File: src/rtl/ora_pkg.sv
package ora_pkg;

   // Field and datapath widths
   localparam int COORD_W     = 22;
   localparam int SPAN_W      = COORD_W + 1;  // |diff| + 1 reaches 2^22
   localparam int RATIO_W     = 9;            // ratio 0..256
   localparam int RATIO_SHIFT = 8;
   localparam int HEADING_W   = 13;

   // Octant flag bits: x swapped, y swapped, major span on y
   localparam int FLAG_W = 3;
   localparam logic [FLAG_W-1:0] OCT_PLAIN  = 3'b000;
   localparam logic [FLAG_W-1:0] OCT_X      = 3'b001;
   localparam logic [FLAG_W-1:0] OCT_Y      = 3'b010;
   localparam logic [FLAG_W-1:0] OCT_XY     = 3'b011;
   localparam logic [FLAG_W-1:0] OCT_MAJ    = 3'b100;
   localparam logic [FLAG_W-1:0] OCT_MAJ_X  = 3'b101;
   localparam logic [FLAG_W-1:0] OCT_MAJ_Y  = 3'b110;
   localparam logic [FLAG_W-1:0] OCT_MAJ_XY = 3'b111;

   // One divider stage: running remainder and partial quotient
   typedef struct packed {
      logic [FLAG_W-1:0]  flags;
      logic [SPAN_W-1:0]  major;
      logic [SPAN_W-1:0]  rem;
      logic [RATIO_W-1:0] quot;
   } div_type;

   // Restoring division, one quotient bit
   function automatic div_type div_step(div_type s);
      div_type         r;
      logic [SPAN_W:0] dbl;
      r   = s;
      dbl = {s.rem, 1'b0};
      if (dbl >= {1'b0, s.major}) begin
         r.rem  = SPAN_W'(dbl - {1'b0, s.major});
         r.quot = {s.quot[RATIO_W-2:0], 1'b1};
      end else begin
         r.rem  = dbl[SPAN_W-1:0];
         r.quot = {s.quot[RATIO_W-2:0], 1'b0};
      end
      return r;
   endfunction

endpackage

File: src/rtl/octant_ratio_angle_2d.sv
// Approximate heading from a start point to a target point (linear octant atan2).
// Request channel: req_valid/req_ready with req_from_x, req_from_y, req_to_x,
// req_to_y (22-bit signed). Response channel: rsp_valid/rsp_ready with
// rsp_heading (13 bits), where FULL_TURN units make one turn; the value may
// equal FULL_TURN itself.
// From request to response, one stage forms the spans, one picks major/minor
// and the top ratio bit, eight stages run the restoring divider one quotient
// bit each, one stage scales the ratio by an eighth turn and the last registers
// the octant-mapped heading. Throughput is one request per cycle while the
// receiver keeps taking responses; the divider stages set the depth.
// Every stage carries a valid bit; a stage takes new data whenever it is empty
// or the stage after it moves, so a stalled receiver holds the response and
// bubbles in the pipe still fill. req_ready only drops once all 12 stages hold
// a request. Synchronous reset empties the pipeline; no response is pending.
module octant_ratio_angle_2d
   import ora_pkg::*;
#(
   parameter int FULL_TURN = 4096
) (
   input  logic                        clock,
   input  logic                        reset,
   input  logic                        req_valid,
   output logic                        req_ready,
   input  logic signed [COORD_W-1:0]   req_from_x,
   input  logic signed [COORD_W-1:0]   req_from_y,
   input  logic signed [COORD_W-1:0]   req_to_x,
   input  logic signed [COORD_W-1:0]   req_to_y,
   output logic                        rsp_valid,
   input  logic                        rsp_ready,
   output logic [HEADING_W-1:0]        rsp_heading
);

   localparam int QUARTER  = FULL_TURN / 4;
   localparam int EIGHTH   = QUARTER / 2;
   localparam int EIGHTH_W = $clog2(EIGHTH + 1);
   localparam int PROD_W   = RATIO_W + EIGHTH_W;
   localparam int A_W      = PROD_W - RATIO_SHIFT;
   localparam int TURN_W   = $clog2(FULL_TURN + 1);

   localparam int DIV_STEPS = RATIO_W - 1;
   localparam int ST_SPAN   = 0;
   localparam int ST_DIV0   = 1;
   localparam int ST_MUL    = ST_DIV0 + DIV_STEPS + 1;
   localparam int ST_OUT    = ST_MUL + 1;
   localparam int NSTG      = ST_OUT + 1;

   // Stage valid bits and ready chain
   logic [NSTG-1:0] vld_ff;
   logic [NSTG-1:0] vld_src;
   logic [NSTG:0]   rdy;

   assign vld_src = {vld_ff[NSTG-2:0], req_valid};

   // Ready ripples back from the output stage
   always_comb begin
      rdy[NSTG] = rsp_ready;
      for (int k = NSTG - 1; k >= 0; k--) begin
         rdy[k] = !vld_ff[k] || rdy[k+1];
      end
   end

   always_ff @(posedge clock) begin
      if (reset) begin
         vld_ff <= '0;
      end else begin
         for (int k = 0; k < NSTG; k++) begin
            if (rdy[k]) vld_ff[k] <= vld_src[k];
         end
      end
   end

   assign req_ready = rdy[0];
   assign rsp_valid = vld_ff[ST_OUT];

   // Spans (|diff| + 1) and swap flags
   logic              xswap_in, yswap_in;
   logic [SPAN_W-1:0] sx_in, sy_in;
   logic              xswap_ff, yswap_ff;
   logic [SPAN_W-1:0] sx_ff, sy_ff;

   always_comb begin
      xswap_in = req_from_x > req_to_x;
      yswap_in = req_from_y > req_to_y;
      sx_in = xswap_in ? SPAN_W'(SPAN_W'(req_from_x) - SPAN_W'(req_to_x) + SPAN_W'(1))
                       : SPAN_W'(SPAN_W'(req_to_x) - SPAN_W'(req_from_x) + SPAN_W'(1));
      sy_in = yswap_in ? SPAN_W'(SPAN_W'(req_from_y) - SPAN_W'(req_to_y) + SPAN_W'(1))
                       : SPAN_W'(SPAN_W'(req_to_y) - SPAN_W'(req_from_y) + SPAN_W'(1));
   end

   always_ff @(posedge clock) begin
      if (rdy[ST_SPAN] && vld_src[ST_SPAN]) begin
         xswap_ff <= xswap_in;
         yswap_ff <= yswap_in;
         sx_ff    <= sx_in;
         sy_ff    <= sy_in;
      end
   end

   // Major/minor pick and the top ratio bit (set only when spans are equal)
   div_type div_in;
   div_type div_ff [DIV_STEPS+1];

   always_comb begin
      logic              ymaj;
      logic [SPAN_W-1:0] minor;
      logic              top;
      ymaj         = sy_ff > sx_ff;
      div_in.flags = {ymaj, yswap_ff, xswap_ff};
      div_in.major = ymaj ? sy_ff : sx_ff;
      minor        = ymaj ? sx_ff : sy_ff;
      top          = minor == div_in.major;
      div_in.rem   = top ? '0 : minor;
      div_in.quot  = {{(RATIO_W-1){1'b0}}, top};
   end

   // Divider pipeline, one quotient bit per stage
   always_ff @(posedge clock) begin
      if (rdy[ST_DIV0] && vld_src[ST_DIV0]) div_ff[0] <= div_in;
      for (int j = 1; j <= DIV_STEPS; j++) begin
         if (rdy[ST_DIV0+j] && vld_src[ST_DIV0+j]) div_ff[j] <= div_step(div_ff[j-1]);
      end
   end

   // Scale ratio to an eighth turn
   logic [PROD_W-1:0] prod;
   logic [A_W-1:0]    ang_ff;
   logic [FLAG_W-1:0] flags_ff;

   assign prod = PROD_W'(div_ff[DIV_STEPS].quot) * PROD_W'(EIGHTH);

   always_ff @(posedge clock) begin
      if (rdy[ST_MUL] && vld_src[ST_MUL]) begin
         ang_ff   <= prod[PROD_W-1:RATIO_SHIFT];
         flags_ff <= div_ff[DIV_STEPS].flags;
      end
   end

   // Octant map
   logic [TURN_W-1:0]    a;
   logic [TURN_W-1:0]    h;
   logic [HEADING_W-1:0] heading_ff;

   always_comb begin
      a = TURN_W'(ang_ff);
      case (flags_ff)
         OCT_PLAIN: h = TURN_W'(QUARTER) - a;
         OCT_X:     h = TURN_W'(3 * QUARTER) + a;
         OCT_Y:     h = TURN_W'(QUARTER) + a;
         OCT_XY:    h = TURN_W'(3 * QUARTER) - a;
         OCT_MAJ:   h = a;
         OCT_MAJ_X: h = TURN_W'(FULL_TURN) - a;
         OCT_MAJ_Y: h = TURN_W'(2 * QUARTER) - a;
         default:   h = TURN_W'(2 * QUARTER) + a;  // all three flags
      endcase
   end

   always_ff @(posedge clock) begin
      if (rdy[ST_OUT] && vld_src[ST_OUT]) heading_ff <= HEADING_W'(h);
   end

   assign rsp_heading = heading_ff;

endmodule

File: config.mk
export PLATFORM = sky130hd
export DESIGN_NAME = octant_ratio_angle_2d
export DESIGN_NICKNAME = d
export VERILOG_FILES = /design/src/rtl/ora_pkg.sv /design/src/rtl/octant_ratio_angle_2d.sv
export SDC_FILE = /design/constraint.sdc
export NUM_CORES = 1
export LEC_CHECK = 0
export ABC_AREA = 1
export BUFFER_PORTS_ARGS = -buffer_cell sky130_fd_sc_hd__buf_2
export CAP_MARGIN = 0
export CORE_MARGIN = 3
export CORE_UTILIZATION = 30
export CTS_BUF_LIST = sky130_fd_sc_hd__clkbuf_8
export CTS_CLUSTER_DIAMETER = 120
export DETAILED_ROUTE_END_ITERATION = 6
export REMOVE_ABC_BUFFERS = 1
export SYNTH_ARGS = -nofsm -noshare
export SYNTH_HDL_FRONTEND = slang
export SYNTH_SLANG_ARGS = --single-unit
File: constraint.sdc
create_clock -name clock -period 5.25 [get_ports clock]
set_clock_uncertainty 0.2 [all_clocks]
set_input_delay 0 -clock clock [delete_from_list [all_inputs] [get_ports clock]]
set_output_delay 0 -clock clock [all_outputs]
set_load 0.02 [all_outputs]
# Yosys cells after proc, flatten, opt, wreduce, memory -nomap -nowiden
# Memories as Yosys holds them, arrays and structs flattened. A register that Yosys moved wholly into a read port is not among the register bits.
# Index checks and enable logic that the tools add are counted.
[totals]
register_bits = 73
ram_bits = 522
inputBits = 92
output_inout_bits = 15
word_cells = 136
memories = 1
[classes]
n_addsub = 23
n_lt_le_gt_ge = 11
n_eq_ne = 7
n_mux = 40
n_reduce_logical = 37
[memory_table]
columns = ["name", "depth", "word_bits", "read_ports", "rd_ports_with_merged_regs", "wr", "line", "source"]
rows = [
  ["div_ff", 9, 58, 9, 1, 9, "octant_ratio_angle_2d.sv:101", "div_type div_ff [DIV_STEPS+1];"],
]
[ops]
columns = ["cell", "count"]
rows = [
  ["two-way mux 32 bit", 16],
  [">= comparator 24 x 23 -> 1 bit", 8],
  ["subtractor 23 bit", 8],
  ["two-way mux 23 bit", 5],
  ["adder 23 x 2 -> 23 bit (second input constant)", 4],
  ["subtractor 22 x 22 -> 23 bit", 4],
  ["case mux 13 bit (7 select lines)", 1],
  ["> comparator 22 bit", 2],
  ["adder 12 x 10 -> 13 bit (first input constant)", 2],
  ["subtractor 12 x 10 -> 13 bit (first input constant)", 2],
  ["equality test 23 bit", 1],
  ["> comparator 23 bit", 1],
  ["two-way mux 1 bit", 18],
  ["subtractor 13 x 10 -> 13 bit (first input constant)", 1],
  ["adder 11 x 10 -> 12 bit (first input constant)", 1],
  ["logical AND 1 bit", 12],
  ["zero test 1 bit", 12],
  ["logical OR 1 bit", 12],
  ["subtractor 11 x 10 -> 12 bit (first input constant)", 1],
  ["equality test 3 bit (second input constant)", 3],
  ["equality test 3 x 2 -> 1 bit (second input constant)", 2],
  ["equality test 3 x 1 -> 1 bit (second input constant)", 1],
  ["zero test 3 bit", 1],
]

# Logic depth before layout (Yosys ltp)
[logic_depth]
ltp_word = 15
depth_mapped = 18
ltp_nobuf = 18

# Least setup slack after synthesis
# No wires, ideal clock.
[synth_path]
kind = "register -> register"
from = "register vld_ff[11]"
to = "memory div_ff[3][0] (netlist bit) (enable)"
t_arrival_ns = 3.419
required_time_ns = 4.554
path_slack_ns = 1.136
stages_incl_launch_ff = 8
path_buffers = 0
cell_sequence = "dfxtp_1 -> inv_1 -> nor2_2 -> nand3_1 -> nor3_2 -> inv_1 -> nor2_1 -> a31oi_1"
[synth_rtl]
columns = ["item", "line", "source"]
rows = [
  ["start, declared", "octant_ratio_angle_2d.sv:48", "logic [NSTG-1:0] vld_ff;"],
  ["start signal, assigned by index", "octant_ratio_angle_2d.sv:67", "if (rdy[k]) vld_ff[k] <= vld_src[k];"],
  ["end, declared", "octant_ratio_angle_2d.sv:101", ""],
]

# Final worst setup path
[layout_path]
from = "input port req_to_x[1]"
to = "register sx_ff[21] (data pin)"
[layout_between]
elab_chain_cells = 3
[layout_rtl]
columns = ["item", "line", "source"]
rows = [
  ["start, declared", "octant_ratio_angle_2d.sv:26", "input logic signed [COORD_W-1:0] req_to_x,"],
  ["subtractor 22 x 22 -> 23 bit, on equally long branches", "octant_ratio_angle_2d.sv:85, octant_ratio_angle_2d.sv:84", ""],
  ["adder 23 x 2 -> 23 bit, on equally long branches", "octant_ratio_angle_2d.sv:85, octant_ratio_angle_2d.sv:84", ""],
  ["two-way mux 23 bit *", "octant_ratio_angle_2d.sv:84", "sx_in = xswap_in ? SPAN_W'(SPAN_W'(req_from_x) - SPAN_W'(req_to_x) + SPAN_W'(1))"],
  ["via sx_in[21]", "octant_ratio_angle_2d.sv:77", "logic [SPAN_W-1:0] sx_in, sy_in;"],
  ["end signal, assigned", "octant_ratio_angle_2d.sv:94", "sx_ff <= sx_in;"],
  ["end, declared", "octant_ratio_angle_2d.sv:79", "logic [SPAN_W-1:0] sx_ff, sy_ff;"],
]
# The timed path passes the listed nets; every way through them passes the cells marked *.
# A chain may end at the register's enable or synchronous reset.

==> results_tabular.tex <==
\begin{tabular}{lr}
\hline
Metric & Value \\
\hline
\multicolumn{2}{l}{\textbf{Clock tree}} \\
\quad TritonCTS clock tree & done \\
\quad Number of instances resized during post-cts repair & 0 \\
\quad Clock-pin slew on the worst setup and hold paths & 0.06 ns \\
\quad Clock latency on the worst-skew pair & 0.75 ns \\
\quad Number of clock sinks seen by CTS & 524 \\
\quad CTS buffer count & 89 \\
\quad Maximum level of the CTS H-tree & 3 \\
\quad CTS root buffer & sky130\_fd\_sc\_hd\_\_clkbuf\_8 \\
\quad CTS Buffer Depth & 3 \\
\multicolumn{2}{l}{\textbf{Setup path}} \\
\quad Critical path startpoint & req\_to\_x[1] \\
\quad Maximum cell stage delay along the critical path & 0.58 ns \\
\quad Type of origin of the critical path & input port \\
\quad Required arrival time at the worst endpoint & 5.50 ns \\
\quad Worst path buffer plus inverter count & 7 \\
\quad Worst reg2reg startpoint & div\_ff[1][35] \\
\quad Largest fanout on the critical path & 4 \\
\quad Crit-path slowest cell & sky130\_fd\_sc\_hd\_\_dlygate4sd3\_1 \\
\quad Cell-by-cell listing of the critical path & dlygate4sd3\_1 > buf\_2 > ha\_1 > dlygate4sd3\_1 > inv\_1 > fa\_1 > nand2\_1 > nand2\_1 > nand2\_1 > nand2\_1 > nand3\_1 > nand3\_1 > nand2\_1 > nand2\_1 > nand2\_1 > dlygate4sd3\_1 > nand2\_1 > dlygate4sd3\_1 > nand2\_1 > nand2\_1 > dlygate4sd3\_1 \\
\quad Minimum setup slack among reg-to-reg paths & 1.68 ns \\
\quad Setup CP Type & input port to register \\
\quad Reg2Reg Capture Point & div\_ff[2][29] \\
\quad Crit-path leading delay family & buffers and inverters \\
\quad Dominant cell type by count on the critical path & sky130\_fd\_sc\_hd\_\_nand2\_1 \\
\quad R2R cell count & 10 \\
\quad Type of destination of the critical path & register \\
\quad Arrival time of the worst setup path & 4.69 ns \\
\multicolumn{2}{l}{\textbf{Layout}} \\
\quad Fraction of final layout cells sized beyond drive strength 1 & 0.0660 \\
\quad Number of fillers in the final layout & 13,300 \\
\quad Area added between synthesis and finish & 13.8\% \\
\quad Core Util, Final & 0.346 \\
\quad Post-layout net count & 5,474 \\
\quad Cell area after layout & 43,700 um2 \\
\multicolumn{2}{l}{\textbf{Routing}} \\
\quad Total number of vias & 31,200 \\
\quad Initial DRT Pass Iterations & 7 \\
\quad Number of antenna-violating nets in the routed design & 0 \\
\quad Aggregate routed wire length & 100,000 um \\
\quad Ratio of routed vias to standard cells & 4.65 \\
\quad Number of remaining DRC errors & 0 \\
\quad DRT iter0 DRCs & 1,700 \\
\quad Wirelength per Cell & 14.9 um \\
\multicolumn{2}{l}{\textbf{Hold path}} \\
\quad Hold Crit Endpoint & sx\_ff[9] \\
\quad Number of cells on the worst hold path & 5 \\
\quad Source of the worst hold timing path & req\_to\_x[9] \\
\quad Worst min-delay path category & input port to register \\
\multicolumn{2}{l}{\textbf{Timing}} \\
\quad Number of hold violations in the final report & 0 \\
\quad Unrepaired setup endpoints after global routing & false \\
\quad Final Max Slew Viols & 0 \\
\quad Final setup vio count & 0 \\
\quad Final Critical Period & 4.44 ns \\
\quad Maximum operating frequency & 225 MHz \\
\quad Measured slew at the worst slew-check pin & 1.21 ns \\
\quad Final worst path period share & 0.846 \\
\quad Fin Setup TNS & 0 ns \\
\quad Final worst-path setup slack & 0.809 ns \\
\quad Relative max-transition margin & 0.190 \\
\multicolumn{2}{l}{\textbf{Synth}} \\
\quad Total of flip-flops plus latches after synthesis & 524 \\
\quad Synthesis warning total & 0 \\
\quad Sequential fraction of the synthesis area & 0.407 \\
\quad Cells after Synth & 4,717 \\
\quad Netlist area before placement & 38,400 um2 \\
\quad Yosys cell types & 56 \\
\quad Avg Synthesized Cell Area & 8.13 um2 \\
\quad Commonest register cell after synthesis & sky130\_fd\_sc\_hd\_\_edfxtp\_1 \\
\quad Number of synthesized flops with an enable pin & 512 \\
\quad Share of synthesized registers carrying an async set or reset & 0 \\
\multicolumn{2}{l}{\textbf{GRT}} \\
\quad Antenna violations before repair & 3 \\
\quad Aggregate global routing overflow & 0 \\
\quad First-pass GRT wire length & 160,000 um \\
\quad Gr usage total & 0.150 \\
\quad Number of global-route vias before repair & 31,400 \\
\quad Maximum number of pins on one net before global-route repair & 70 \\
\multicolumn{2}{l}{\textbf{Pwr}} \\
\quad Pwr per Cell Area & 262 nW/um2 \\
\quad Worst IR Drop VDD & 149 uV \\
\quad Total power & 11.4 mW \\
\quad Leakage power & 20.6 nW \\
\multicolumn{2}{l}{\textbf{Floorplanning}} \\
\quad Area of the die & 132,000 um2 \\
\quad Ports placed on the boundary & 107 \\
\quad Die span in y & 364 um \\
\quad Row count & 130 \\
\quad Initial Util & 0.304 \\
\quad Core footprint & 126,000 um2 \\
\quad Width of the chip & 364 um \\
\multicolumn{2}{l}{\textbf{Outcome}} \\
\quad Result of the run & completed \\
\multicolumn{2}{l}{\textbf{Place}} \\
\quad Buffers added on ports & 105 \\
\quad Final RePlAce weighted congestion & 0.935 \\
\quad Placement-stage worst setup slack & 1.68 ns \\
\quad Placed instance area & 40,700 um2 \\
\quad Detailed-placement wirelength estimate & 81,800 um \\
\multicolumn{2}{l}{\textbf{Job}} \\
\quad Max cap viols & 0 \\
\hline
\end{tabular}
-- sequential cells by signal, summed over array words and instances (netlist names) --
name and flops:
ang_ff 9, div_ff 440, flags_ff 3, rsp_heading 12, sx_ff 23, sy_ff 23, vld_ff 12, xswap_ff 1
yswap_ff 1
-- synthesized netlist by cell type, types with 5 or more instances --
cell type                  number  area share
sky130_fd_sc_hd__edfxtp_1     512        0.40
sky130_fd_sc_hd__xnor2_1       35      0.0080
sky130_fd_sc_hd__a21o_1        20      0.0039
sky130_fd_sc_hd__a21oi_1      260       0.034
sky130_fd_sc_hd__nor3_1        56      0.0073
sky130_fd_sc_hd__nor2_2         5     0.00082
sky130_fd_sc_hd__nand3_2       24      0.0063
sky130_fd_sc_hd__nand4_1      116       0.019
sky130_fd_sc_hd__inv_2         11      0.0011
sky130_fd_sc_hd__a21boi_0      13      0.0025
sky130_fd_sc_hd__o211ai_2       6      0.0020
sky130_fd_sc_hd__nor2_4         6      0.0018
sky130_fd_sc_hd__o21ai_1       57      0.0074
sky130_fd_sc_hd__o21ai_2        6      0.0014
sky130_fd_sc_hd__a211oi_1       7      0.0014
sky130_fd_sc_hd__nand3_1      276       0.036
sky130_fd_sc_hd__buf_4         11      0.0022
sky130_fd_sc_hd__clkbuf_1      18      0.0018
sky130_fd_sc_hd__buf_2         14      0.0018
sky130_fd_sc_hd__nand4_2        6      0.0020
sky130_fd_sc_hd__ha_1         363        0.12
sky130_fd_sc_hd__o21ai_0      182       0.024
sky130_fd_sc_hd__nor2_1       361       0.035
sky130_fd_sc_hd__and2_1        13      0.0021
sky130_fd_sc_hd__xor2_1       105       0.024
sky130_fd_sc_hd__nor4_1        12      0.0020
sky130_fd_sc_hd__fa_1          31       0.016
sky130_fd_sc_hd__buf_6         11      0.0032
sky130_fd_sc_hd__o21bai_1      37      0.0072
sky130_fd_sc_hd__inv_1        796       0.078
sky130_fd_sc_hd__o21a_1        12      0.0023
sky130_fd_sc_hd__nand2_1     1244        0.12
sky130_fd_sc_hd__nand2_2        7      0.0011
sky130_fd_sc_hd__dfxtp_1       12      0.0063
sky130_fd_sc_hd__nand3b_1      25      0.0049
-- cell type report --
type | count | area (um2) | area share
flip-flops and latches | 524 | 15600 | 0.358
multi-input cells | 3327 | 19400 | 0.444
repair buffers | 239 | 1840 | 0.0421
inverters | 807 | 3030 | 0.0694
well taps | 1650 | 2060 | 0.0473
diodes | 4 | 10.0 | 0.000229
clock inverters | 68 | 419 | 0.00960
clock buffers | 95 | 1310 | 0.0300
-- worst reg2reg max path: stages (launching register included) --
cell and delay (ns):
sky130_fd_sc_hd__edfxtp_1 0.41, sky130_fd_sc_hd__inv_1 0.06, sky130_fd_sc_hd__ha_1 0.33, sky130_fd_sc_hd__a21oi_1 0.24
sky130_fd_sc_hd__nand2_1 0.19, sky130_fd_sc_hd__a21oi_2 0.29, sky130_fd_sc_hd__inv_2 0.07, sky130_fd_sc_hd__nand3_2 0.21
sky130_fd_sc_hd__nand4_2 0.80, sky130_fd_sc_hd__nand3_1 0.41, sky130_fd_sc_hd__nand2_1 0.12
-- how the worst max path moves through the flow --
stage / end / slack [ns] / cells after the start
4_1_cts: sx_ff[21] / 0.93 / 21
3_5_place_dp: div_ff[6][23] / 1.68 / 9
5_1_grt: sx_ff[21] / 0.69 / 21
2_1_floorplan: div_ff[3][0] / 1.14 / 7
6_report: sx_ff[21] / 0.81 / 21
3_3_place_gp: div_ff[2][29] / 1.68 / 9
-- routing by layer --
metal,vias up,share of wire,global-route usage
li1,16200,-,-
met1,14200,0.41,0.163
met2,566,0.52,0.287
met3,243,0.028,0.0200
met4,0,0.048,0.0646
met5,-,0,0
-- per-stage QoR --
stage | hold slack [ns] | cells
2_1_floorplan | -0.131 | 4658
3_3_place_gp | 0.110 | 6424
3_5_place_dp | 0.111 | 6424
4_1_cts | 0.000157 | 6710
5_1_grt | 0.0455 | 6714
6_report | 0.0729 | 6714
-- cells in the final DEF (no fill, tap or decap), types with 8 or more instances in the layout --
cell type and count:
sky130_fd_sc_hd__nand2_1 1244, sky130_fd_sc_hd__inv_1 829, sky130_fd_sc_hd__edfxtp_1 512, sky130_fd_sc_hd__ha_1 363, sky130_fd_sc_hd__nor2_1 357, sky130_fd_sc_hd__nand3_1 276, sky130_fd_sc_hd__a21oi_1 260, sky130_fd_sc_hd__o21ai_0 182
sky130_fd_sc_hd__dlygate4sd3_1 123, sky130_fd_sc_hd__nand4_1 116, sky130_fd_sc_hd__xor2_1 105, sky130_fd_sc_hd__buf_2 105, sky130_fd_sc_hd__clkbuf_8 95, sky130_fd_sc_hd__o21ai_1 57, sky130_fd_sc_hd__nor3_1 56, sky130_fd_sc_hd__o21bai_1 37
sky130_fd_sc_hd__xnor2_1 35, sky130_fd_sc_hd__fa_1 31, sky130_fd_sc_hd__nand3b_1 25, sky130_fd_sc_hd__nand3_2 24, sky130_fd_sc_hd__a21o_1 20, sky130_fd_sc_hd__inv_2 15, sky130_fd_sc_hd__and2_1 13, sky130_fd_sc_hd__a21boi_0 13
sky130_fd_sc_hd__o21a_1 12, sky130_fd_sc_hd__nor4_1 12, sky130_fd_sc_hd__clkinv_1 12, sky130_fd_sc_hd__dfxtp_1 12, sky130_fd_sc_hd__buf_4 11, sky130_fd_sc_hd__nor2_4 10, sky130_fd_sc_hd__clkinv_2 8
-- cell families (layout without fill, tap and decap cells) --
group	after synthesis	count (layout)	share of synthesized area
flops	524	524	0.407
xor+xnor	140	140	0.0320
other cells	1	5	0.0000977
buf+inv	866	1209	0.0893
simple gates	2177	2177	0.248
compound gates	615	615	0.0888
fa+ha+maj	394	394	0.135
-- where the power goes --
part	leakage, nW	internal [mW]	switching, mW
logic	14.8	1.05	1.78
clock network	1.02	1.81	1.79
registers	4.80	4.87	0.127
total	20.6	7.73	3.70
-- what timing repair did --
action | CTS | global route
hold endpoints to repair | 137 | 0
setup buffers | 0 | 0
hold buffers | 123 | 0
No activity file was read; power rests on OpenSTA's default activity.
